`src/rtl/feedback_comb_echo_macros.svh`:
```
// ----------------------------------------------------------------------------
// Feedback comb echo assertion macros
// Shared concurrent assertion forms for the echo block. Each use expands to
// one labeled property on clk with an error report.
// ----------------------------------------------------------------------------
`ifndef FEEDBACK_COMB_ECHO_MACROS_SVH
`define FEEDBACK_COMB_ECHO_MACROS_SVH

// Checked only while reset is released.
`define FCE_ASSERT(label, prop, msg) \
  label: assert property (@(posedge clk) disable iff (!rst_n) prop) else $error(msg);

// Checked on every edge, reset included.
`define FCE_ASSERT_ALWAYS(label, prop, msg) \
  label: assert property (@(posedge clk) prop) else $error(msg);

`endif

```
`src/rtl/fce_pkg.sv`:
```
// ----------------------------------------------------------------------------
// Feedback comb echo package
// Widths, register codes, reset values and shared helpers of the echo block.
// ----------------------------------------------------------------------------
`timescale 1ns / 1ps

package fce_pkg;

  // Delay line depth and the widths that follow from it.
  localparam int MAX_DELAY = 1024;
  localparam int ADDR_W    = $clog2(MAX_DELAY);
  localparam int CNT_W     = $clog2(MAX_DELAY + 1);

  // Fixed field widths.
  localparam int SAMPLE_W   = 16;
  localparam int DELAY_W    = 11;
  localparam int GAIN_W     = 4;
  localparam int CFG_IDX_W  = 1;
  localparam int CFG_DATA_W = 11;
  localparam int IN_DATA_W  = 16;
  localparam int OUT_DATA_W = 32;

  // Widest intermediate value that gets saturated (sample times gain).
  localparam int SAT_IN_W = SAMPLE_W + GAIN_W + 1;

  // Exact divide by three for magnitudes below 2^17: q = (m * 43691) >> 17.
  localparam int          MAG_W      = SAMPLE_W + 1;
  localparam int          DIV3_SHIFT = 17;
  localparam logic [16:0] DIV3_MUL   = 17'd43691;

  localparam logic [DELAY_W-1:0] DELAY_RESET = 11'd560;
  localparam logic [GAIN_W-1:0]  GAIN_RESET  = 4'd10;

  typedef enum logic [CFG_IDX_W-1:0] {
    CFG_DELAY = 1'b0,
    CFG_GAIN  = 1'b1
  } cfg_idx_e;

  // Write port of the delay line.
  typedef struct packed {
    logic                       en;
    logic [ADDR_W-1:0]          addr;
    logic signed [SAMPLE_W-1:0] data;
  } mem_wr_t;

  // Clamp to the 16-bit signed range.
  function automatic logic signed [SAMPLE_W-1:0] sat16(input logic signed [SAT_IN_W-1:0] v);
    logic signed [SAT_IN_W-1:0] hi;
    logic signed [SAT_IN_W-1:0] lo;
    logic signed [SAMPLE_W-1:0] r;
    hi = SAT_IN_W'(32767);
    lo = SAT_IN_W'(-32768);
    if (v > hi) begin
      r = 16'sh7fff;
    end else if (v < lo) begin
      r = 16'sh8000;
    end else begin
      r = v[SAMPLE_W-1:0];
    end
    return r;
  endfunction

endpackage

```
`src/rtl/fce_echo_arith.sv`:
```
// ----------------------------------------------------------------------------
// Echo mixer
// When use_echo is set, adds two thirds of the delayed sample, truncated
// toward zero, to the incoming sample; the sum is saturated to 16 bits.
// ----------------------------------------------------------------------------
`timescale 1ns / 1ps

module fce_echo_arith
  import fce_pkg::*;
(
  input  logic signed [SAMPLE_W-1:0] sample,
  input  logic signed [SAMPLE_W-1:0] past,
  input  logic                       use_echo,
  output logic signed [SAMPLE_W-1:0] y
);

  logic signed [MAG_W-1:0]            twice;
  logic                               neg;
  logic [MAG_W-1:0]                   mag;
  logic [MAG_W+DIV3_SHIFT-1:0]        prod;
  logic [MAG_W-1:0]                   quot;
  logic signed [MAG_W:0]              echo;
  logic signed [SAT_IN_W-1:0]         sum;

  always_comb begin
    twice = {past, 1'b0};
    neg   = twice[MAG_W-1];
    mag   = neg ? MAG_W'(-twice) : MAG_W'(twice);
    // Magnitude path keeps the truncation toward zero for negative values.
    prod  = (MAG_W+DIV3_SHIFT)'(mag) * (MAG_W+DIV3_SHIFT)'(DIV3_MUL);
    quot  = prod[MAG_W+DIV3_SHIFT-1:DIV3_SHIFT];
    echo  = neg ? -$signed({1'b0, quot}) : $signed({1'b0, quot});
    if (!use_echo) begin
      echo = '0;
    end
    sum   = SAT_IN_W'(sample) + SAT_IN_W'(echo);
    y     = sat16(sum);
  end

endmodule

```
`config.mk`:
```
export PLATFORM = sky130hd
export DESIGN_NAME = fce_echo_arith
export DESIGN_NICKNAME = d
export VERILOG_FILES = /design/src/rtl/feedback_comb_echo_macros.svh /design/src/rtl/fce_pkg.sv /design/src/rtl/fce_echo_arith.sv
export SDC_FILE = /design/constraint.sdc
export NUM_CORES = 1
export LEC_CHECK = 0
export BUFFER_PORTS_ARGS = -buffer_cell sky130_fd_sc_hd__buf_2
export CORE_MARGIN = 4
export CORE_UTILIZATION = 65
export DETAILED_ROUTE_END_ITERATION = 8
export PLACE_DENSITY = 0.85
export RECOVER_POWER = 25
export SLEW_MARGIN = 20
export SYNTH_ARGS = -nofsm -noshare
export SYNTH_HDL_FRONTEND = slang
export SYNTH_SLANG_ARGS = --single-unit
```
`constraint.sdc`:
```
create_clock -name vclk -period 30.1
set_clock_uncertainty 0.05 [all_clocks]
set_input_delay 3.01 -clock vclk [all_inputs]
set_output_delay 3.01 -clock vclk [all_outputs]
set_load 0.05 [all_outputs]
```
==> results.tsv <==
stage	metric	value	unit
detailed_routing	ant_nets	0	
critical_path	timing.critical_path.required	27040	ps
placed_design	finalWeightedCongestion	0.9746	
yosys	number_of_instances_in_the_synthesized_netlist	814	
detailed_routing	finalWirelength	16970	microns
sta	slew_violations	0	
hold_path	hold_path_class	in2out	
detailed_routing	first_pass_iteration_count_of_the_detailed_router	5	
yosys	synth_nets	1062	
clock_network	postCtsHoldBufs	0	
layout	finish.utilization	71.43	%
die	die_width	109.7	microns
layout	layout_common_cells	sky130_fd_sc_hd__inv_1 (158), sky130_fd_sc_hd__ha_1 (142), sky130_fd_sc_hd__fa_1 (73)	
critical_path	critPathMaxFanout	15	
sta	worst-slew-pin-transition	1190	ps
layout	post-route-cell-area	0.007078	sq mm
layout	antenna_cells_inserted	0	
clock_network	cts_setup_buffers	0	
detailed_routing	route.vias.total	5961	
critical_path	cp_slowest_cell	sky130_fd_sc_hd__a2111oi_0	
layout	clock_buffer_count	0	
critical_path	worst_setup_path_end_kind	primary output	
global_routing	first_global_vias	6134	
sta	timing.final.crit_share	58.62	%
detailed_routing	via_per_inst	6.046	
critical_path	critPathLaunchType	primary input	
placed_design	post_place_worst_slack	13390	ps
sta	finalHoldViolCount	0	
detailed_routing	average_wire_length_per_cell_after_detail_routing	17.21	microns
layout	layout.cells.most_common	sky130_fd_sc_hd__inv_1	
critical_path	worstSetupPathType	in2out	
global_routing	grt_first_pass_wirelength	28480	microns
die	floorplan.initialDensity	67.89	%
layout	nets	1103	
layout	area_growth_syn_to_layout	5.207	%
layout	area.sequential	0	sq um
sta	fin_setup_tns	0	ps
flow_run	timing.max_cap.violations	0	
yosys	yosysWarningCount	0	
sta	timing.final.crit_period	17650	ps
critical_path	crit_path_end	y[4]	
yosys	synth.lib_cells_used.distinct	68	
critical_path	timing.critical_path.mode_cell	sky130_fd_sc_hd__inv_1	
global_routing	overflow	0	
critical_path	worst_setup_path_startpoint	past[0]	
global_routing	antenna_found_initial	0	
critical_path	cp.arrival	14590	ps
detailed_routing	detail_route.drc_violations	0	
placed_design	hpwl	15220	microns
layout	n_sequential_cell	0	
placed_design	place_area	0.007102	sq mm
sta	max-slew-margin-rel	18.62	%
die	std_cell_rows	36	
run_status	run_status	finished clean	
die	die_h	109.7	microns
yosys	postSynthAreaPerCell	8.265	sq um
global_routing	grt_max_degree	23	
die	dieArea	0.01204	sq mm
sta	timing.final.ws_setup	12450	ps
sta	fmax	56.67	MHz
layout	drive_above_1_share	8.558	%
detailed_routing	detailedRoute.firstIterationViolations	320	
global_routing	grt_use_total	29.55	%
yosys	seq_area_frac_synth	0	%
hold_path	holdPathStages	4	
clock_network	post_cts.resized_instances	0	
sta	grt_setup_unrepaired	false	
critical_path	worst_path_largest_cell_delay	1070	ps
sta	setup_viol	0	
die	ios	49	
yosys	syn_area	0.006728	sq mm
die	core_region_area	0.009910	sq mm
placed_design	portBuffers	49	
## critical path: cells and delay by family
family | cells | cell delay [ps]
AO/OA/AOI/OAI | 11 | 4040
XOR/XNOR | 2 | 710
adder cells (fa/ha/maj) | 9 | 3580
buffers and inverters | 8 | 870
AND/OR/NAND/NOR | 10 | 2350
## metrics by stage
stage	hold WS (ps)	instances
floorplan	6447	814
global placement	6508	986
detailed placement	6522	986
CTS	6523	986
global route	6543	986
finish	6516	986
## cell type report
type / count / area [sq um]
Timing Repair Buffer: 49 / 245.2
Inverter: 158 / 593.1
Tap cell: 133 / 166.4
Fill cell: 804 / 2831
Multi-Input combinational cell: 646 / 6073
## logic make-up after synthesis
kind of cell / Yosys count / synth area share (%)
compound gates: 176 / 18.50
buf+inv: 168 / 9.373
mux: 6 / 0.9856
simple gates: 180 / 14.02
fa+ha+maj: 215 / 48.13
xor+xnor: 69 / 8.983
## worst min path at each step
stage	start	end	slack, ps
final	sample[0]	y[0]	6520
after CTS	sample[0]	y[0]	6520
after global placement	sample[0]	y[0]	6510
after detailed placement	sample[0]	y[0]	6520
after global routing	sample[0]	y[0]	6540
after floorplan	sample[0]	y[0]	6450
## metal layers
layer / vias up / track usage [%] / wire length (microns)
met5: - / 0 / 0
met4: 0 / 6.589 / 531
met3: 48 / 1.820 / 749
met2: 199 / 56.15 / 8361
met1: 2835 / 36.40 / 7330
li1: 2879 / - / -
## synth_stat cells (7+ instances only)
cell type / n / area share (%)
sky130_fd_sc_hd__inv_1: 158 / 8.8
sky130_fd_sc_hd__o21ai_1: 7 / 0.52
sky130_fd_sc_hd__o31ai_1: 7 / 0.78
sky130_fd_sc_hd__nand3_1: 9 / 0.67
sky130_fd_sc_hd__ha_1: 142 / 26
sky130_fd_sc_hd__fa_1: 73 / 22
sky130_fd_sc_hd__or3_1: 7 / 0.65
sky130_fd_sc_hd__a211oi_1: 10 / 1.1
sky130_fd_sc_hd__a21o_1: 29 / 3.2
sky130_fd_sc_hd__a21oi_1: 44 / 3.3
sky130_fd_sc_hd__o21ai_0: 20 / 1.5
sky130_fd_sc_hd__xor2_1: 24 / 3.1
sky130_fd_sc_hd__and2_1: 10 / 0.93
sky130_fd_sc_hd__nand2_1: 43 / 2.4
sky130_fd_sc_hd__clkbuf_1: 10 / 0.56
sky130_fd_sc_hd__nor3_1: 12 / 0.89
sky130_fd_sc_hd__and3_1: 8 / 0.74
sky130_fd_sc_hd__xnor2_1: 45 / 5.9
sky130_fd_sc_hd__nor2_1: 41 / 2.3
sky130_fd_sc_hd__o211ai_1: 7 / 0.78
Power is left out: the tool's default activity adds up to more than one toggle a clock period on the data nets, which glitch-free logic cannot reach.
