===== src/rtl/feedback_comb_echo_macros.svh =====
// ----------------------------------------------------------------------------
// Feedback comb echo assertion macros
// Shared concurrent assertion forms for the echo block. Each use expands to
// one labeled property on clk with an error report.
// ----------------------------------------------------------------------------
`ifndef FEEDBACK_COMB_ECHO_MACROS_SVH
`define FEEDBACK_COMB_ECHO_MACROS_SVH

// Checked only while reset is released.
`define FCE_ASSERT(label, prop, msg) \
  label: assert property (@(posedge clk) disable iff (!rst_n) prop) else $error(msg);

// Checked on every edge, reset included.
`define FCE_ASSERT_ALWAYS(label, prop, msg) \
  label: assert property (@(posedge clk) prop) else $error(msg);

`endif


===== src/rtl/fce_pkg.sv =====
// ----------------------------------------------------------------------------
// Feedback comb echo package
// Widths, register codes, reset values and shared helpers of the echo block.
// ----------------------------------------------------------------------------
`timescale 1ns / 1ps

package fce_pkg;

  // Delay line depth and the widths that follow from it.
  localparam int MAX_DELAY = 1024;
  localparam int ADDR_W    = $clog2(MAX_DELAY);
  localparam int CNT_W     = $clog2(MAX_DELAY + 1);

  // Fixed field widths.
  localparam int SAMPLE_W   = 16;
  localparam int DELAY_W    = 11;
  localparam int GAIN_W     = 4;
  localparam int CFG_IDX_W  = 1;
  localparam int CFG_DATA_W = 11;
  localparam int IN_DATA_W  = 16;
  localparam int OUT_DATA_W = 32;

  // Widest intermediate value that gets saturated (sample times gain).
  localparam int SAT_IN_W = SAMPLE_W + GAIN_W + 1;

  // Exact divide by three for magnitudes below 2^17: q = (m * 43691) >> 17.
  localparam int          MAG_W      = SAMPLE_W + 1;
  localparam int          DIV3_SHIFT = 17;
  localparam logic [16:0] DIV3_MUL   = 17'd43691;

  localparam logic [DELAY_W-1:0] DELAY_RESET = 11'd560;
  localparam logic [GAIN_W-1:0]  GAIN_RESET  = 4'd10;

  typedef enum logic [CFG_IDX_W-1:0] {
    CFG_DELAY = 1'b0,
    CFG_GAIN  = 1'b1
  } cfg_idx_e;

  // Write port of the delay line.
  typedef struct packed {
    logic                       en;
    logic [ADDR_W-1:0]          addr;
    logic signed [SAMPLE_W-1:0] data;
  } mem_wr_t;

  // Clamp to the 16-bit signed range.
  function automatic logic signed [SAMPLE_W-1:0] sat16(input logic signed [SAT_IN_W-1:0] v);
    logic signed [SAT_IN_W-1:0] hi;
    logic signed [SAT_IN_W-1:0] lo;
    logic signed [SAMPLE_W-1:0] r;
    hi = SAT_IN_W'(32767);
    lo = SAT_IN_W'(-32768);
    if (v > hi) begin
      r = 16'sh7fff;
    end else if (v < lo) begin
      r = 16'sh8000;
    end else begin
      r = v[SAMPLE_W-1:0];
    end
    return r;
  endfunction

endpackage


===== src/rtl/fce_gain_stage.sv =====
// ----------------------------------------------------------------------------
// Playback gain stage
// Holds the echo sample for one stage, scales it by the playback gain with
// saturation, and keeps both results in the output register.
// ----------------------------------------------------------------------------
`timescale 1ns / 1ps

module fce_gain_stage
  import fce_pkg::*;
(
  input  logic                       clk,
  input  logic                       rst_n,
  input  logic                       y_valid,
  output logic                       y_ready,
  input  logic signed [SAMPLE_W-1:0] y,
  input  logic [GAIN_W-1:0]          gain,
  output logic                       out_tvalid,
  input  logic                       out_tready,
  output logic [OUT_DATA_W-1:0]      out_tdata
);

  logic                       s2_valid_r;
  logic signed [SAMPLE_W-1:0] s2_y_r;
  logic                       out_valid_r;
  logic signed [SAMPLE_W-1:0] echo_r;
  logic signed [SAMPLE_W-1:0] played_r;
  logic                       out_free;
  logic signed [SAT_IN_W-1:0] scaled;

  assign out_free = !out_valid_r || out_tready;
  assign y_ready  = !s2_valid_r || out_free;

  assign scaled = SAT_IN_W'(s2_y_r) * SAT_IN_W'($signed({1'b0, gain}));

  always_ff @(posedge clk) begin
    if (!rst_n) begin
      s2_valid_r  <= 1'b0;
      out_valid_r <= 1'b0;
    end else begin
      if (y_ready) begin
        s2_valid_r <= y_valid;
      end
      if (out_free) begin
        out_valid_r <= s2_valid_r;
      end
    end
  end

  always_ff @(posedge clk) begin
    if (y_ready && y_valid) begin
      s2_y_r <= y;
    end
    if (out_free && s2_valid_r) begin
      echo_r   <= s2_y_r;
      played_r <= sat16(scaled);
    end
  end

  assign out_tvalid = out_valid_r;
  assign out_tdata  = {played_r, echo_r};

endmodule


===== config.mk =====
export PLATFORM = sky130hd
export DESIGN_NAME = fce_gain_stage
export DESIGN_NICKNAME = d
export VERILOG_FILES = /design/src/rtl/feedback_comb_echo_macros.svh /design/src/rtl/fce_pkg.sv /design/src/rtl/fce_gain_stage.sv
export SDC_FILE = /design/constraint.sdc
export NUM_CORES = 1
export LEC_CHECK = 0
export ABC_CLOCK_PERIOD_IN_PS = 6700
export BUFFER_PORTS_ARGS = -buffer_cell sky130_fd_sc_hd__buf_2
export CELL_PAD_IN_SITES_DETAIL_PLACEMENT = 1
export CELL_PAD_IN_SITES_GLOBAL_PLACEMENT = 1
export CORE_ASPECT_RATIO = 0.5
export CORE_MARGIN = 8
export CORE_UTILIZATION = 40
export CTS_CLUSTER_SIZE = 10
export DETAILED_ROUTE_END_ITERATION = 8
export HOLD_SLACK_MARGIN = 0.05
export PLACE_DENSITY_LB_ADDON = 0.3
export SETUP_SLACK_MARGIN = 0.5
export SLEW_MARGIN = 15
export SYNTH_ARGS = -nofsm -noshare
export SYNTH_HDL_FRONTEND = slang
export SYNTH_SLANG_ARGS = --single-unit

===== constraint.sdc =====
create_clock -name clk -period 6.7 [get_ports clk]
set_input_delay 0.67 -clock clk [delete_from_list [all_inputs] [get_ports clk]]
set_output_delay 0.67 -clock clk [all_outputs]
set_load 0.005 [all_outputs]

==> metrics.md, run 1 <==
| Metric | Value |
|---|---|
| Outcome | finished clean |
| Final Max Tran Viols | 0 |
| Residual DRC | 0 |
| Sequential Power Share | 0.340 |
| H-tree Lvls | 2 |
| Die height | 87.9 µm |
| Share of cells above drive strength 1 | 0.174 |
| Syn. warnings | 0 |
| HPWL Detailed | 6.88 mm |
| Cell count after synthesis | 383 |
| HP Start | s2_y_r[10] |
| Yosys top cell area share | 0.349 |
| Die width | 160 µm |
| Post-synthesis sequential area ratio | 0.359 |
| Top post-synthesis cells by area | edfxtp_1 35%, fa_1 16%, ha_1 12%, and2_1 7.6%, inv_1 6.7% |
| Clock Latency Late Sink | 290 ps |
| # fillers | 1130 |
| DR vias | 2869 |
| Worst-path clk slew | 70 ps |
| FF-to-FF setup slack | 1290 ps |
| Die Area | 14000 µm² |
| Layout area overhead | 14.0% |
| Endpoints failing hold | 0 |
| CTS tree | built |
| Combinational Power Share | 0.446 |
| Worst Path Arrival | 5650 ps |
| Ant. Diodes | 0 |
| PwrDens | 257 nW/µm² |
| Slowest-stage cell, CP | o41a_1 |
| Antenna viol nets, final | 0 |
| Max Cap Viol | 0 |
| Bufs on Longest Clock Path | 2 |
| Req. time, crit path | 6840 ps |
| Critical path class | in2reg |
| Crit-path leading delay family | compound AO/OA/AOI/OAI gates |
| Clock share of power | 0.214 |
| Setup Fix Bufs, Post-CTS | 0 |
| Peak VDD IR | 104 µV |
| Synth area leader | edfxtp_1 |
| Vias per inst | 4.93 |
| Synth async-reset ratio | 0 |
| Buffers & Inverters on Critical Path | 3 |
| Post-cts resize count | 0 |
| Vias in the first global route | 3217 |
| Max Fclk | 182 MHz |
| Startpoint Class | input pin |
| Post-synthesis average cell area | 10.8 µm² |
| Total GRT Usage | 0.132 |
| # IOs | 58 |
| Initial antenna violation count | 0 |
| CTS buffer count | 5 |
| DRT iter0 DRCs | 102 |
| Largest net degree at the start of global routing | 33 |
| Primary FF master, synth | edfxtp_1 |
| Leak Pwr | 2.20 nW |
| R2R depth | 15 |
| Average wire per cell in the routed design | 14.9 µm |
| Crit path depth | 16 |
| Cell Int Power | 0.760 mW |
| Clock Sinks | 50 |
| I/O Buffers | 57 |
| Setup Skew | 9.02 ps |
| Routed WL | 8.69 mm |
| Setup_tns | 0 ps |
| NumNets Final | 538 |
| Sw frac | 0.373 |
| Hold Path Class | reg2reg |
| Tmin final | 5510 ps |
| Worst r2r src | s2_y_r[5] |
| First drt pass iteration count | 4 |
| CP startpoint | gain[2] |
| Relative slew slack | 0.320 |
| Worst Max-Slew Pin Slew | 1020 ps |
| Synthesized area | 4130 µm² |
| Final setup vio count | 0 |
| Starting Density | 0.408 |
| Psw | 0.452 mW |
| Area of the core | 10100 µm² |
| RSZ-0062 raised after global routing | false |
| Cts hold-fix bufs | 0 |
| Delay of the slowest critical-path stage | 660 ps |
| Post-synth EDFFs | 48 |
| Yosys reg bits | 50 |
| First-pass GRT wire length | 15.1 mm |
| Power Total | 1.21 mW |
| Distinct cells, synth | 44 |
| Hold path depth | 0 |
| Crit. End Element | register |
| Final worst-path cycle share | 0.822 |
| Max FO, Critical Path | 16 |
| CTS Root Cell | clkbuf_16 |
| GP Congestion | 0.768 |
| Net count after synthesis | 480 |
| Hold Path End | echo_r[10] |
| RR Endpoint | played_r[2] |
| Crit-path cells | buf_2 > and2_1 > ha_1 > fa_1 > inv_1 > fa_1 > inv_1 > ha_1 > and3_1 > a221oi_4 > o221ai_2 > or2_1 > o311a_1 > or3_1 > o41a_1 > a21oi_1 |
| FP Rows | 26 |
| Total gr overflow | 0 |
## logic make-up (layout without fill, tap and decap cells)
group / count (synthesis) / after routing / share of synthesized area
adder cells (fa/ha/maj): 73 / 73 / 0.281
AO/OA/AOI/OAI: 64 / 64 / 0.115
AND/OR/NAND/NOR: 99 / 99 / 0.134
buffers and inverters: 80 / 139 / 0.0748
XOR/XNOR: 17 / 17 / 0.0360
flip-flops: 50 / 50 / 0.359
## metal layers
layer,track usage,up-vias,part of all wire
li1,-,1387,-
met5,0,-,0
met3,0.0230,11,0.024
met2,0.252,37,0.51
met4,0.0357,0,0.014
met1,0.152,1434,0.46
## power by group through the flow
stage                     Combinational (mW)  Clock, mW  Sequential, mW
after floorplan                        0.419          0           0.421
after global placement                 0.530          0           0.419
after detailed placement               0.544          0           0.420
after CTS                              0.548      0.263           0.413
after global routing                   0.611      0.274           0.417
final                                  0.540      0.259           0.412
## state kept, by name (all words and copies together), names as in the netlist
name and cells:
played_r 16, s2_y_r 16, out_tvalid 1, s2_valid_r 1, echo_r 16
## per-stage QoR
step | setup WS (ps) | util | hold WS, ps | instances | area (µm²)
after floorplan | 1460 | - | 464 | 383 | 4130
final | 1190 | 0.465 | 520 | 582 | 4710
after CTS | 1210 | 0.465 | 523 | 582 | 4710
after global routing | 990 | 0.465 | 540 | 582 | 4710
after global placement | 1040 | 0.451 | 519 | 574 | 4570
after detailed placement | 916 | 0.451 | 508 | 574 | 4570
## synthesized netlist by cell type, drive strengths merged (5+ instances only)
master / instances
a21o: 7
a21oi: 29
and2: 50
edfxtp: 48
fa: 33
ha: 40
inv: 74
nand2: 24
o21ai: 5
xnor2: 12
xor2: 5
## layout by cell type, fill, tap and decap left out, drive strengths merged, types with 7 or more instances in the layout
cell type / count
buf: 57
clkbuf: 7
ha: 40
edfxtp: 48
inv: 74
a21oi: 29
and2: 50
nand2: 24
xnor2: 12
fa: 33
a21o: 7
## cell type report
class	instances	area [µm²]	share of cell area
repair buffers	57	285	0.0606
clock inverters	1	7.51	0.00159
inverters	74	278	0.0590
well taps	140	175	0.0372
multi-input cells	253	2350	0.499
clock buffers	7	133	0.0282
flip-flops and latches	50	1480	0.315
## worst max-delay path by stage
| stage | slack, ps | endpoint |
|---|---|---|
| after floorplan | 1460 | played_r[10] |
| after global placement | 1040 | played_r[3] |
| after detailed placement | 920 | played_r[2] |
| after CTS | 1210 | played_r[2] |
| after global routing | 990 | played_r[1] |
| final | 1190 | played_r[2] |
Note: power is estimated with default switching activity, not from simulation.
==> inputs of run 2 (changes only) <==
--- a/config.mk
+++ b/config.mk
@@ -5,7 +5,8 @@
 export SDC_FILE = /design/constraint.sdc
 export NUM_CORES = 1
 export LEC_CHECK = 0
-export ABC_CLOCK_PERIOD_IN_PS = 6700
+export ABC_AREA = 1
+export ABC_CLOCK_PERIOD_IN_PS = 5000
 export BUFFER_PORTS_ARGS = -buffer_cell sky130_fd_sc_hd__buf_2
 export CELL_PAD_IN_SITES_DETAIL_PLACEMENT = 1
 export CELL_PAD_IN_SITES_GLOBAL_PLACEMENT = 1
==> constraint.sdc (replaced) <==
create_clock -name clk -period 5 [get_ports clk]
set_input_delay 0.5 -clock clk [delete_from_list [all_inputs] [get_ports clk]]
set_output_delay 0.5 -clock clk [all_outputs]
set_load 0.005 [all_outputs]
==> metrics.md, run 2 <==
| Metric | Value |
|---|---|
| Final core utilization | 0.460 (-0.00521) |
| Area of the core | 10900 µm² (+7.9%) |
| Yosys reg bits | 50 (unchanged) |
| FP Rows | 27 (+3.8%) |
| Top-count cell post-synth | nand2_1 |
| Setup_tns | 0 ps (unchanged) |
| Vias in the first global route | 3659 (+14%) |
| Post-synthesis sequential area ratio | 0.334 (-0.0244) |
| Post-synth EDFFs | 48 (unchanged) |
| Relative slew slack | 0.294 (-0.0256) |
| Average wire per cell in the routed design | 14.3 µm (-4.4%) |
| Tmin final | 4040 ps |
| Sw frac | 0.402 (+0.0291) |
| Clock share of power | 0.242 (+0.028) |
| GR Layer Usage met3 | 0.0346 (+0.0116) |
| Worst-path clk slew | 70 ps (about the same) |
| Combinational Power Share | 0.443 (-0.003) |
| Clock Sinks | 50 (unchanged) |
| Final worst-path cycle share | 0.808 |
| Distinct cells, synth | 29 (-34%) |
| Vias per inst | 4.53 (-8.0%) |
| RSZ-0062 raised after global routing | false |
| GP Congestion | 0.799 (+4.0%) |
| Die Area | 14900 µm² (+6.3%) |
| RR Endpoint | played_r[11] |
| Top post-synthesis cells by area | edfxtp_1 33%, fa_1 15%, nand2_1 14%, inv_1 12%, ha_1 11% |
| Endpoints failing hold | 0 (unchanged) |
| DRT iter0 DRCs | 85 (-17%) |
| First drt pass iteration count | 4 (unchanged) |
| # IOs | 58 (unchanged) |
| Synthesized area | 4430 µm² (+7.3%) |
| Critical path class | reg2reg |
| Net count after synthesis | 636 (+33%) |
| Setup Fix Bufs, Post-CTS | 0 (unchanged) |
| Final setup vio count | 0 (unchanged) |
| Hold path depth | 1 (+1) |
| Met2 Usage GRT | 0.214 (-0.0376) |
| I/O Buffers | 57 (unchanged) |
| Routed WL | 10.5 mm (+21%) |
| Worst Path Arrival | 4100 ps (-1550 ps) |
| Setup Skew | 13.0 ps (+3.96 ps) |
| Max Cap Viol | 0 (unchanged) |
| Die width | 165 µm (+3.2%) |
| Yosys top cell area share | 0.325 (-0.0237) |
| HP Start | y[7] |
| CTS Root Cell | clkbuf_16 |
| First-pass GRT wire length | 17.8 mm (+18%) |
| Hold Path Class | in2reg |
| Met1 usage | 0.219 (+0.0666) |
| Synth area leader | edfxtp_1 |
| FF-to-FF setup slack | 960 ps (-330 ps) |
| Post-synthesis average cell area | 8.22 µm² (-24%) |
| Req. time, crit path | 5060 ps (-1780 ps) |
| CTS buffer count | 5 (unchanged) |
| Syn. warnings | 0 (unchanged) |
| Hold Path End | s2_y_r[7] |
| Cell count after synthesis | 539 (+41%) |
| Starting Density | 0.406 (-0.00209) |
| Leak Pwr | 2.89 nW (+31%) |
| Worst Max-Slew Pin Slew | 1060 ps (+38.2 ps) |
| Total GRT Usage | 0.149 (+0.0168) |
| Clock Latency Late Sink | 310 ps (+20 ps) |
| Peak VDD IR | 146 µV (+40%) |
| PnR worst setup slack | 960 ps (-235 ps) |
| Gr busiest metal | met1 |
| Psw | 0.695 mW (+54%) |
| Outcome | finished clean |
| NumNets Final | 690 (+28%) |
| Die height | 90.4 µm (+2.9%) |
| Bufs on Longest Clock Path | 2 (unchanged) |
| Cell Int Power | 1.04 mW (+36%) |
| Initial antenna violation count | 0 (unchanged) |
| Synth top cells by count | 171 x nand2_1, 146 x inv_1, 48 x edfxtp_1 |
| Max FO, Critical Path | 15 (-1) |
| CTS tree | built |
| Crit. End Element | register |
| Total gr overflow | 0 (unchanged) |
| Final Max Tran Viols | 0 (unchanged) |
| HPWL Detailed | 8.68 mm (+26%) |
| Antenna viol nets, final | 0 (unchanged) |
| H-tree Lvls | 2 (unchanged) |
| Primary FF master, synth | edfxtp_1 |
| Post-cts resize count | 0 (unchanged) |
| Largest net degree at the start of global routing | 33 (unchanged) |
| Most frequent cells in the layout | 171 x nand2_1, 146 x inv_1, 57 x buf_2, 48 x edfxtp_1, 40 x ha_1 |
| PwrDens | 345 nW/µm² (+34%) |
| Ant. Diodes | 0 (unchanged) |
| Cts hold-fix bufs | 0 (unchanged) |
| Largest regs | echo_r (16), played_r (16), s2_y_r (16) |
| Share of cells above drive strength 1 | 0.146 (-0.0277) |
| Residual DRC | 0 (unchanged) |
| Startpoint Class | register |
| Layout area overhead | 13.3% |
| Max Fclk | 247 MHz |
| Dpl ws | 712 ps (-204 ps) |
| R2R depth | 20 (+5) |
| Synth async-reset ratio | 0 (unchanged) |
| Commonest non-fill, non-tap cell in the layout | nand2_1 |
| Sequential Power Share | 0.315 (-0.025) |
| Worst r2r src | s2_y_r[5] |
| Smallest hold slack | 367 ps (-153 ps) |
| DR vias | 3351 (+17%) |
run 2: changes by cell type after synthesis, moves of 8 or more:
cell     previous run  this run
nand2_1            24       171
inv_1              74       146
and2_1             50         0
a21oi_2            10         0
nand3_1             2        12
nand2_2             0         8
run 2: final cells by class:
type	instances	area, µm²
Inverter	150	563
Tap cell	145	181
Multi-Input combinational cell	329	2340
Sequential cell	50	1480
Clock buffer	5	125
Clock inverter	3	47.5
Timing Repair Buffer	57	285
Fill cell	1347	5890
run 2: cells by family after synthesis:
family	count (synthesis)	synth area share
xor+xnor	13	0.0257
fa+ha+maj	73	0.262
buf+inv	160	0.141
flops	50	0.334
compound gates	24	0.0280
simple gates	219	0.209
run 2: per-stage QoR:
stage               total power, mW  std cells  area (µm²)
floorplan                      1.14        539        4430
global placement               1.30        731        4850
detailed placement             1.32        731        4850
CTS                            1.75        739        5020
global route                   1.88        739        5020
finish                         1.73        739        5020
run 2: power groups by stage:
| stage | combinational [mW] | clock [mW] | sequential [mW] |
|---|---|---|---|
| floorplan | 0.582 | 0 | 0.554 |
| global placement | 0.742 | 0 | 0.554 |
| detailed placement | 0.768 | 0 | 0.555 |
| CTS | 0.778 | 0.430 | 0.546 |
| global route | 0.889 | 0.442 | 0.550 |
| finish | 0.766 | 0.419 | 0.546 |
run 2: worst max-delay path, cell delays in order, from the launching register on:
cell	delay, ps
edfxtp_1	500
nand2_1	110
inv_1	50
ha_1	310
fa_1	540
inv_1	50
fa_1	540
inv_1	50
ha_1	370
nand2_2	140
inv_1	60
a21oi_1	180
nand2_2	100
nand2_2	80
nand2_1	50
nand2_1	60
nand2_1	60
nor2_1	110
nand4_1	140
nand2_4	180
nand2_1	80
run 2: worst max-delay path by stage:
| stage | slack [ps] | to | cells after the start | startpoint |
|---|---|---|---|---|
| CTS | 950 | played_r[7] | 20 | s2_y_r[5] |
| finish | 960 | played_r[11] | 20 | s2_y_r[5] |
| global route | 610 | played_r[7] | 20 | s2_y_r[10] |
| floorplan | 850 | played_r[10] | 25 | gain[2] |
| global placement | 790 | played_r[0] | 21 | gain[2] |
| detailed placement | 710 | played_r[7] | 21 | gain[2] |
run 2: metal layers:
metal,part of all wire,up-vias
li1,-,1712
met2,0.39,63
met1,0.55,1568
met4,0.0086,0
met5,0,-
met3,0.047,8
